==> src/hw/rtl/flhc_pkg.sv <==
package flhc_pkg;

    typedef logic signed [8:0]  temp_t;
    typedef logic signed [15:0] wide_temp_t;
    typedef logic [13:0]        bias_t;
    typedef logic [3:0]         sleep_t;
    typedef logic [4:0]         gain_t;
    typedef logic [6:0]         keep_t;

    localparam logic [1:0] OP_LOAD    = 2'd0;
    localparam logic [1:0] OP_SAMPLE  = 2'd1;
    localparam logic [1:0] OP_RESTART = 2'd2;

    localparam logic [1:0] REG_SLEEP  = 2'd0;
    localparam logic [1:0] REG_BIAS   = 2'd1;
    localparam logic [1:0] REG_LEVELS = 2'd2;

    localparam sleep_t     SLEEP_RST  = 4'd5;
    localparam gain_t      GAIN_RST   = 5'd5;
    localparam logic [3:0] LEVELS_RST = 4'd8;
    localparam keep_t      KEEP_RST   = 7'd30;
    localparam keep_t      KEEP_MULT  = 7'd6;
    localparam sleep_t     SLEEP_RISE = 4'd2;

    localparam bias_t       BIAS_MAX  = 14'h3FFF;
    // ceil(2^22 / 10): exact x/10 for x below 2^19
    localparam logic [18:0] RECIP_10  = 19'd419431;

    localparam int TDATA_IN_W  = 32;
    localparam int TDATA_OUT_W = 24;

    // ceil(4*(g+1)/10), the bias decay per sample
    function automatic logic [3:0] decay_step(input gain_t g);
        logic [7:0]  x;
        logic [15:0] m;
        x = 8'({3'b000, g} * 8'd4) + 8'd13;
        m = 16'(x) * 16'd205;
        return m[14:11];
    endfunction

    function automatic wide_temp_t ext_temp(input logic [8:0] t);
        return wide_temp_t'({{7{t[8]}}, t});
    endfunction

endpackage

==> src/hw/rtl/flhc_ram.sv <==
module flhc_ram #(
    parameter int WIDTH = 18,
    parameter int DEPTH = 8,
    localparam int AW = (DEPTH > 1) ? $clog2(DEPTH) : 1
) (
    input  logic             aclk,
    input  logic             wr_en,
    input  logic [AW-1:0]    wr_addr,
    input  logic [WIDTH-1:0] wr_data,
    input  logic [AW-1:0]    rd_addr,
    output logic [WIDTH-1:0] rd_data
);

    logic [WIDTH-1:0] mem_reg [DEPTH];
    logic [WIDTH-1:0] rd_data_reg;

    always_ff @(posedge aclk) begin
        if (wr_en) begin
            mem_reg[wr_addr] <= wr_data;
        end
        rd_data_reg <= mem_reg[rd_addr];
    end

    assign rd_data = rd_data_reg;

endmodule

==> src/hw/rtl/fan_level_hysteresis_controller_core.sv <==
// Input transfer to m_tvalid: load, restart or unused opcode go straight to ST_OUT;
// a first sample adds a read and compare per level stepped down from the top entry;
// a later sample runs ST_PREP, on a rise three passes through the one 19x19 multiplier
// and saturation, ST_BSUM, a read and compare per level stepped by the table walk, and
// ST_DECAY. s_tready returns with m_tvalid; a result still held stalls the next in ST_OUT.
// aresetn (synchronous) restores the register defaults; the level table is not cleared.
module fan_level_hysteresis_controller_core
    import flhc_pkg::*;
#(
    parameter int MAX_LEVELS = 8
) (
    input  logic                   aclk,
    input  logic                   aresetn,
    input  logic                   cfg_wr_en,
    input  logic [1:0]             cfg_addr,
    input  logic [4:0]             cfg_wdata,
    input  logic                   s_tvalid,
    output logic                   s_tready,
    // entry_index, entry_low, entry_high, temperature, zero pad
    input  logic [TDATA_IN_W-1:0]  s_tdata,
    // opcode
    input  logic [1:0]             s_tuser,
    output logic                   m_tvalid,
    input  logic                   m_tready,
    // fan_level, level_write, keepalive_write, next_sleep, bias_value, zero pad
    output logic [TDATA_OUT_W-1:0] m_tdata
);

    localparam int AW = $clog2(MAX_LEVELS);
    localparam logic [7:0] MAX_L8 = 8'(MAX_LEVELS);

    localparam logic [3:0] ST_IDLE     = 4'd0;
    localparam logic [3:0] ST_INIT_RD  = 4'd1;
    localparam logic [3:0] ST_INIT_CMP = 4'd2;
    localparam logic [3:0] ST_PREP     = 4'd3;
    localparam logic [3:0] ST_MUL1     = 4'd4;
    localparam logic [3:0] ST_MUL2     = 4'd5;
    localparam logic [3:0] ST_MUL3     = 4'd6;
    localparam logic [3:0] ST_SAT      = 4'd7;
    localparam logic [3:0] ST_BSUM     = 4'd8;
    localparam logic [3:0] ST_UP_RD    = 4'd9;
    localparam logic [3:0] ST_UP_CMP   = 4'd10;
    localparam logic [3:0] ST_DN_RD    = 4'd11;
    localparam logic [3:0] ST_DN_CMP   = 4'd12;
    localparam logic [3:0] ST_DECAY    = 4'd13;
    localparam logic [3:0] ST_OUT      = 4'd14;

    logic [3:0]             state_reg, state_next;
    sleep_t                 cfg_sleep_reg, cfg_sleep_next;
    gain_t                  cfg_gain_reg, cfg_gain_next;
    logic [3:0]             cfg_levels_reg, cfg_levels_next;
    logic [AW-1:0]          level_reg, level_next;
    temp_t                  prev_temp_reg, prev_temp_next;
    bias_t                  bias_reg, bias_next;
    sleep_t                 sleep_reg, sleep_next;
    keep_t                  keep_reg, keep_next;
    logic                   started_reg, started_next;
    temp_t                  temp_reg, temp_next;
    logic [AW-1:0]          lvl_reg, lvl_next;
    sleep_t                 st_reg, st_next;
    bias_t                  wbias_reg, wbias_next;
    logic [8:0]             dm1_reg, dm1_next;
    wide_temp_t             bsum_reg, bsum_next;
    logic [37:0]            prod_reg, prod_next;
    logic                   lw_reg, lw_next;
    logic                   kw_reg, kw_next;
    logic                   m_valid_reg, m_valid_next;
    logic [TDATA_OUT_W-1:0] m_data_reg, m_data_next;

    logic                   accept;
    logic [1:0]             in_op;
    logic [2:0]             in_idx;
    logic                   ram_we;
    logic [17:0]            ram_rdata;
    logic [7:0]             top8;
    logic [AW-1:0]          top_lvl;
    logic [18:0]            mul_a, mul_b;
    logic [37:0]            mul_p;
    logic signed [7:0]      ka;
    logic signed [9:0]      diff;
    wide_temp_t             lim_hi, lim_lo;
    temp_t                  lim_lo9;
    keep_t                  keep_reload;
    logic [3:0]             dstep;

    assign accept = s_tvalid && s_tready;
    assign in_op  = s_tuser;
    assign in_idx = s_tdata[2:0];
    assign ram_we = accept && (in_op == OP_LOAD) && ({5'b00000, in_idx} < MAX_L8);

    flhc_ram #(
        .WIDTH(18),
        .DEPTH(MAX_LEVELS)
    ) u_table (
        .aclk   (aclk),
        .wr_en  (ram_we),
        .wr_addr(AW'(in_idx)),
        .wr_data({s_tdata[20:12], s_tdata[11:3]}),
        .rd_addr(lvl_reg),
        .rd_data(ram_rdata)
    );

    always_comb begin
        if (cfg_levels_reg == 4'd0) begin
            top8 = 8'd0;
        end else if ({4'b0000, cfg_levels_reg} >= MAX_L8) begin
            top8 = MAX_L8 - 8'd1;
        end else begin
            top8 = {4'b0000, cfg_levels_reg} - 8'd1;
        end
    end
    assign top_lvl = AW'(top8);

    always_comb begin
        case (state_reg)
            ST_MUL1: begin
                mul_a = 19'(sleep_reg);
                mul_b = 19'(cfg_gain_reg);
            end
            ST_MUL2: begin
                mul_a = prod_reg[18:0];
                mul_b = 19'(dm1_reg);
            end
            default: begin
                mul_a = prod_reg[18:0];
                mul_b = RECIP_10;
            end
        endcase
    end
    assign mul_p = {19'b0, mul_a} * {19'b0, mul_b};

    assign ka          = $signed({1'b0, keep_reg}) - $signed({4'b0000, sleep_reg});
    assign diff        = $signed({temp_reg[8], temp_reg})
                       - $signed({prev_temp_reg[8], prev_temp_reg});
    assign lim_hi      = ext_temp(ram_rdata[17:9]);
    assign lim_lo      = ext_temp(ram_rdata[8:0]);
    assign lim_lo9     = temp_t'(ram_rdata[8:0]);
    assign keep_reload = 7'(cfg_sleep_reg) * KEEP_MULT;
    assign dstep       = decay_step(cfg_gain_reg);

    always_comb begin
        state_next      = state_reg;
        cfg_sleep_next  = cfg_sleep_reg;
        cfg_gain_next   = cfg_gain_reg;
        cfg_levels_next = cfg_levels_reg;
        level_next      = level_reg;
        prev_temp_next  = prev_temp_reg;
        bias_next       = bias_reg;
        sleep_next      = sleep_reg;
        keep_next       = keep_reg;
        started_next    = started_reg;
        temp_next       = temp_reg;
        lvl_next        = lvl_reg;
        st_next         = st_reg;
        wbias_next      = wbias_reg;
        dm1_next        = dm1_reg;
        bsum_next       = bsum_reg;
        prod_next       = prod_reg;
        lw_next         = lw_reg;
        kw_next         = kw_reg;
        m_valid_next    = m_valid_reg && !m_tready;
        m_data_next     = m_data_reg;

        if (cfg_wr_en) begin
            case (cfg_addr)
                REG_SLEEP:  cfg_sleep_next  = cfg_wdata[3:0];
                REG_BIAS:   cfg_gain_next   = cfg_wdata;
                REG_LEVELS: cfg_levels_next = cfg_wdata[3:0];
                default: ;
            endcase
        end

        case (state_reg)
            ST_IDLE: begin
                if (accept) begin
                    lw_next    = 1'b0;
                    kw_next    = 1'b0;
                    temp_next  = temp_t'(s_tdata[29:21]);
                    state_next = ST_OUT;
                    if (in_op == OP_RESTART) begin
                        started_next = 1'b0;
                    end else if (in_op == OP_SAMPLE) begin
                        lvl_next   = top_lvl;
                        state_next = started_reg ? ST_PREP : ST_INIT_RD;
                    end
                end
            end
            ST_INIT_RD: begin
                state_next = ST_INIT_CMP;
            end
            ST_INIT_CMP: begin
                if ((temp_reg <= lim_lo9) && (lvl_reg != '0)) begin
                    lvl_next   = AW'(lvl_reg - 1'b1);
                    state_next = ST_INIT_RD;
                end else begin
                    level_next     = lvl_reg;
                    lw_next        = 1'b1;
                    keep_next      = keep_reload;
                    sleep_next     = cfg_sleep_reg;
                    bias_next      = '0;
                    prev_temp_next = temp_reg;
                    started_next   = 1'b1;
                    state_next     = ST_OUT;
                end
            end
            ST_PREP: begin
                lvl_next = (level_reg > top_lvl) ? top_lvl : level_reg;
                if (ka <= $signed({4'b0000, cfg_sleep_reg})) begin
                    kw_next   = 1'b1;
                    keep_next = keep_reload;
                end else begin
                    keep_next = ka[6:0];
                end
                if (diff >= 10'sd2) begin
                    dm1_next   = 9'(diff - 10'sd1);
                    st_next    = (sleep_reg > SLEEP_RISE) ? SLEEP_RISE : sleep_reg;
                    state_next = ST_MUL1;
                end else begin
                    st_next    = (sleep_reg < cfg_sleep_reg) ? sleep_t'(sleep_reg + 1'b1)
                                                             : sleep_reg;
                    wbias_next = bias_reg;
                    state_next = ST_BSUM;
                end
            end
            ST_MUL1: begin
                prod_next  = mul_p;
                state_next = ST_MUL2;
            end
            ST_MUL2: begin
                prod_next  = mul_p;
                state_next = ST_MUL3;
            end
            ST_MUL3: begin
                prod_next  = mul_p;
                state_next = ST_SAT;
            end
            ST_SAT: begin
                wbias_next = (prod_reg[37:36] != 2'b00) ? BIAS_MAX : prod_reg[35:22];
                state_next = ST_BSUM;
            end
            ST_BSUM: begin
                bsum_next  = ext_temp(temp_reg) + wide_temp_t'({2'b00, wbias_reg});
                state_next = ST_UP_RD;
            end
            ST_UP_RD: begin
                state_next = ST_UP_CMP;
            end
            ST_UP_CMP: begin
                if (bsum_reg >= lim_hi) begin
                    lw_next = 1'b1;
                end
                if ((bsum_reg >= lim_hi) && (lvl_reg < top_lvl)) begin
                    lvl_next   = AW'(lvl_reg + 1'b1);
                    state_next = ST_UP_RD;
                end else begin
                    state_next = ST_DN_CMP;
                end
            end
            ST_DN_RD: begin
                state_next = ST_DN_CMP;
            end
            ST_DN_CMP: begin
                if (bsum_reg <= lim_lo) begin
                    lw_next = 1'b1;
                    st_next = cfg_sleep_reg;
                end
                if ((bsum_reg <= lim_lo) && (lvl_reg != '0)) begin
                    lvl_next   = AW'(lvl_reg - 1'b1);
                    state_next = ST_DN_RD;
                end else begin
                    state_next = ST_DECAY;
                end
            end
            ST_DECAY: begin
                if (wbias_reg > 14'(dstep)) begin
                    bias_next = wbias_reg - 14'(dstep);
                end else begin
                    bias_next = '0;
                end
                level_next     = lvl_reg;
                sleep_next     = st_reg;
                prev_temp_next = temp_reg;
                state_next     = ST_OUT;
            end
            ST_OUT: begin
                if (!m_valid_reg || m_tready) begin
                    m_valid_next = 1'b1;
                    m_data_next  = {1'b0, bias_reg, sleep_reg, kw_reg, lw_reg, 3'(level_reg)};
                    state_next   = ST_IDLE;
                end
            end
            default: begin
                state_next = ST_IDLE;
            end
        endcase
    end

    always_ff @(posedge aclk) begin
        if (!aresetn) begin
            state_reg      <= ST_IDLE;
            cfg_sleep_reg  <= SLEEP_RST;
            cfg_gain_reg   <= GAIN_RST;
            cfg_levels_reg <= LEVELS_RST;
            level_reg      <= '0;
            prev_temp_reg  <= '0;
            bias_reg       <= '0;
            sleep_reg      <= SLEEP_RST;
            keep_reg       <= KEEP_RST;
            started_reg    <= 1'b0;
            lw_reg         <= 1'b0;
            kw_reg         <= 1'b0;
            m_valid_reg    <= 1'b0;
        end else begin
            state_reg      <= state_next;
            cfg_sleep_reg  <= cfg_sleep_next;
            cfg_gain_reg   <= cfg_gain_next;
            cfg_levels_reg <= cfg_levels_next;
            level_reg      <= level_next;
            prev_temp_reg  <= prev_temp_next;
            bias_reg       <= bias_next;
            sleep_reg      <= sleep_next;
            keep_reg       <= keep_next;
            started_reg    <= started_next;
            lw_reg         <= lw_next;
            kw_reg         <= kw_next;
            m_valid_reg    <= m_valid_next;
        end
    end

    always_ff @(posedge aclk) begin
        temp_reg   <= temp_next;
        lvl_reg    <= lvl_next;
        st_reg     <= st_next;
        wbias_reg  <= wbias_next;
        dm1_reg    <= dm1_next;
        bsum_reg   <= bsum_next;
        prod_reg   <= prod_next;
        m_data_reg <= m_data_next;
    end

    assign s_tready = (state_reg == ST_IDLE);
    assign m_tvalid = m_valid_reg;
    assign m_tdata  = m_data_reg;

endmodule
==> config.mk <==
export PLATFORM = sky130hd
export DESIGN_NAME = fan_level_hysteresis_controller_core
export DESIGN_NICKNAME = d
export VERILOG_FILES = /design/src/hw/rtl/flhc_pkg.sv /design/src/hw/rtl/flhc_ram.sv /design/src/hw/rtl/fan_level_hysteresis_controller_core.sv
export SDC_FILE = /design/constraint.sdc
export NUM_CORES = 1
export LEC_CHECK = 0
export BUFFER_PORTS_ARGS = -buffer_cell sky130_fd_sc_hd__buf_2
export CELL_PAD_IN_SITES_DETAIL_PLACEMENT = 1
export CELL_PAD_IN_SITES_GLOBAL_PLACEMENT = 2
export CORE_MARGIN = 2
export CORE_UTILIZATION = 40
export DETAILED_ROUTE_END_ITERATION = 12
export HOLD_SLACK_MARGIN = 0.03
export PLACE_DENSITY_LB_ADDON = 0.1
export SYNTH_ARGS = -nofsm -noshare
export SYNTH_HDL_FRONTEND = slang
export SYNTH_SLANG_ARGS = --single-unit
==> constraint.sdc <==
create_clock -name aclk -period 9.5 [get_ports aclk]
set_input_delay 0.95 -clock aclk [delete_from_list [all_inputs] [get_ports aclk]]
set_output_delay 0.95 -clock aclk [all_outputs]
set_load 0.01 [all_outputs]
==> summary.txt <==
Run status
  • Status: finished clean

STA
  • Fin crit share: 89.6%
  • Slew headroom: ~22%
  • Slew Limit Fails: 0
  • Fin crit period: 8.51 ns
  • Least-Margin Pin Slew: between 1 and 1.5 ns
  • Final Hold Viols: 0
  • Final setup skew: between 0.05 and 0.06 ns
  • Sum Neg Setup Slack: 0 ns
  • Setup-failing EPs final: 0
  • RSZ-0062 raised after global routing: no
  • FMAX: between 100 and 150 MHz

Clock tree
  • TritonCTS Buffers: 40
  • CTS Sinks: around 330
  • Post-CTS Repair Setup Buffers: 0
  • Post-CTS Hold Buffers: 0
  • Post-CTS sizing: 0
  • Clock Tree Buf Depth: 3
  • TritonCTS clock tree: built
  • CTS clk-pin slew, worst paths: 0.07 ns
  • H-tree depth: 2
  • Clk_lat worst skew: approximately 0.58 ns
  • Clk root buf: clkbuf_16

Floorplan
  • # rows: 93
  • Die area: 0.0669 mm^2
  • Die Ht: approximately 260 um
  • Initial Utilization: approximately 40%
  • Core Region: approximately 0.064 mm^2
  • Num ports: approximately 70
  • Die boundary width: approximately 260 um

Drt
  • Post-route DRC: 0
  • Detailed Route WL: just under 70,000 um
  • DRT Pass-1 Iters: 7
  • Routed Antenna Nets: 0
  • Via count: around 17,000
  • Post-DR wirelength/cell: about 20 um
  • Iter 0 DRT Violations: 670
  • Via-to-Cell Ratio: approximately 5.2

Synth
  • Largest area contributor in the netlist: edfxtp_1
  • Netlist Area Pre-Place: between 0.02 and 0.03 mm^2
  • Synth cell count leaders: inv_1, ha_1, edfxtp_1
  • Yosys reg bits: roughly 330
  • Top-area cell type share of the netlist area: 29.7%
  • Post-synth EDFFs: about 260
  • Gate count after technology mapping: approximately 2,400
  • Number of distinct library cells after synthesis: between 80 and 90
  • Synth area leaders: edfxtp_1, fa_1, ha_1, dfxtp_1, inv_1
  • Most frequent cell after synthesis: inv_1
  • Async set or reset register ratio after synthesis: 0%
  • Sequential area share after synthesis: between 30% and 40%
  • Syn_area_per_cell: ~11 um^2
  • Synth Flop Type: edfxtp_1
  • Yosys warns: 0
  • Synth Net Count: approximately 2,900

Finish
  • Multi-input gate area: approximately 0.015 mm^2
  • Register area: a little over 0.009 mm^2
  • Nets: ~3,000
  • Filler cells: 6,944
  • Max reg flops: about 140
  • Syn-to-layout area delta: 10.5%
  • Ant. Diodes: 0
  • Share of cells above drive strength 1: just over 10%

Worst setup path
  • Worst Reg-to-Reg Cells: 25
  • Arrival @ worst endpoint: just under 9 ns
  • Crit Path Max Fanout: 13
  • Req. time, crit path: ~9.8 ns
  • Crit Path Class: reg -> reg
  • Worst Setup End Kind: register
  • Startpoint types: register

Run
  • Maxcap violations: 0

GRT
  • First-pass GRT wire length: between 100,000 and 150,000 um
  • Vias in the first global route: approximately 19,000
  • Total grt overflow: 0
  • Largest net degree at the start of global routing: 60
  • Total global-route track usage: roughly a fifth
  • Initial antenna violation count: 1

Placed design
  • Placed wire-length estimate: 53,400 um
  • GP Congestion: 0.819
  • # port buffers: 68

Worst hold path
  • Hold path cells: 0
  • Min-Delay Path Class: reg -> reg
-- layout make-up --
cell class | instances | area share, %
clock buffer | 48 | 3.63
multi-input combinational | 1571 | 52.2
clock inverter | 25 | 0.999
inverter | 397 | 5.19
tap | 855 | 3.73
timing repair buffer | 100 | 2.02
sequential | 333 | 32.2
-- cell families after synthesis --
group	Yosys count	share of synthesized area, %
buffers and inverters	469	6.82
adder cells (fa/ha/maj)	510	31.0
XOR/XNOR	78	2.63
AO/OA/AOI/OAI	326	8.58
flip-flops	333	35.6
multiplexers	75	4.74
other	1	0.0145
AND/OR/NAND/NOR	581	10.6
-- layer usage --
layer	vias to the layer above	part of all wire, %	track usage, %
li1	8195	-	-
met1	8874	45	27.5
met2	194	50	36.9
met3	68	2.7	2.53
met4	0	1.8	4.75
met5	-	0	0
-- cells in the final DEF (no fill, tap or decap), drive strengths merged, types with 7 or more instances in the layout --
master  count
a211oi      9
a21boi     21
a21o       35
a21oi      86
a22oi      17
a31oi       9
and2       42
and3       15
buf       100
clkbuf     48
clkinv     16
dfxtp      76
edfxtp    257
fa        222
ha        288
inv       399
mux2       21
mux2i      18
mux4       36
nand2     170
nand2b     17
nand3      50
nand4      10
nor2      156
nor2b      50
nor3       30
o211ai     10
o21a       12
o21ai      64
o311ai      7
o31ai       7
or3        14
xnor2      51
xor2       27
-- worst max-delay path, cell delays in order, from the launching register on --
cell,delay [ns]
dfxtp_1,0.40
inv_1,0.14
nand2_1,0.08
nor2_1,0.77
nand2_1,0.27
nor2_1,0.48
nor2_1,0.14
fa_1,0.52
fa_1,0.53
inv_1,0.06
fa_1,0.49
inv_1,0.06
fa_1,0.49
inv_1,0.05
fa_1,0.50
fa_1,0.54
inv_1,0.04
ha_1,0.24
or3_1,0.35
o32ai_1,0.63
o21ai_1,0.31
a21oi_1,0.41
o21ba_2,0.21
a211o_1,0.21
o311ai_1,0.12
xor2_1,0.16
-- metrics by stage --
stage / utilization [%] / hold slack (ns) / instance area [um^2] / setup WS [ns] / cells
2_1_floorplan: - / 0.409 / 25900 / 2.42 / 2373
3_3_place_gp: 42.5 / 0.452 / 27400 / 1.04 / 3256
3_5_place_dp: 42.5 / 0.456 / 27400 / 0.890 / 3256
4_1_cts: 44.6 / 0.459 / 28700 / 0.843 / 3329
5_1_grt: 44.6 / 0.474 / 28700 / 0.380 / 3329
6_report: 44.6 / 0.450 / 28700 / 0.991 / 3329
-- final timing paths --
path                     start            to  slack (ns)
setup / recovery  state_reg[3]  prod_reg[36]        0.99
setup reg to reg  state_reg[3]  prod_reg[36]        0.99
hold reg to reg    bias_reg[2]   m_tdata[11]        0.45
hold / removal     bias_reg[2]   m_tdata[11]        0.45
Power is not shown: default switching activity piles up to over one toggle a cycle in this logic, so the estimate is an artifact.
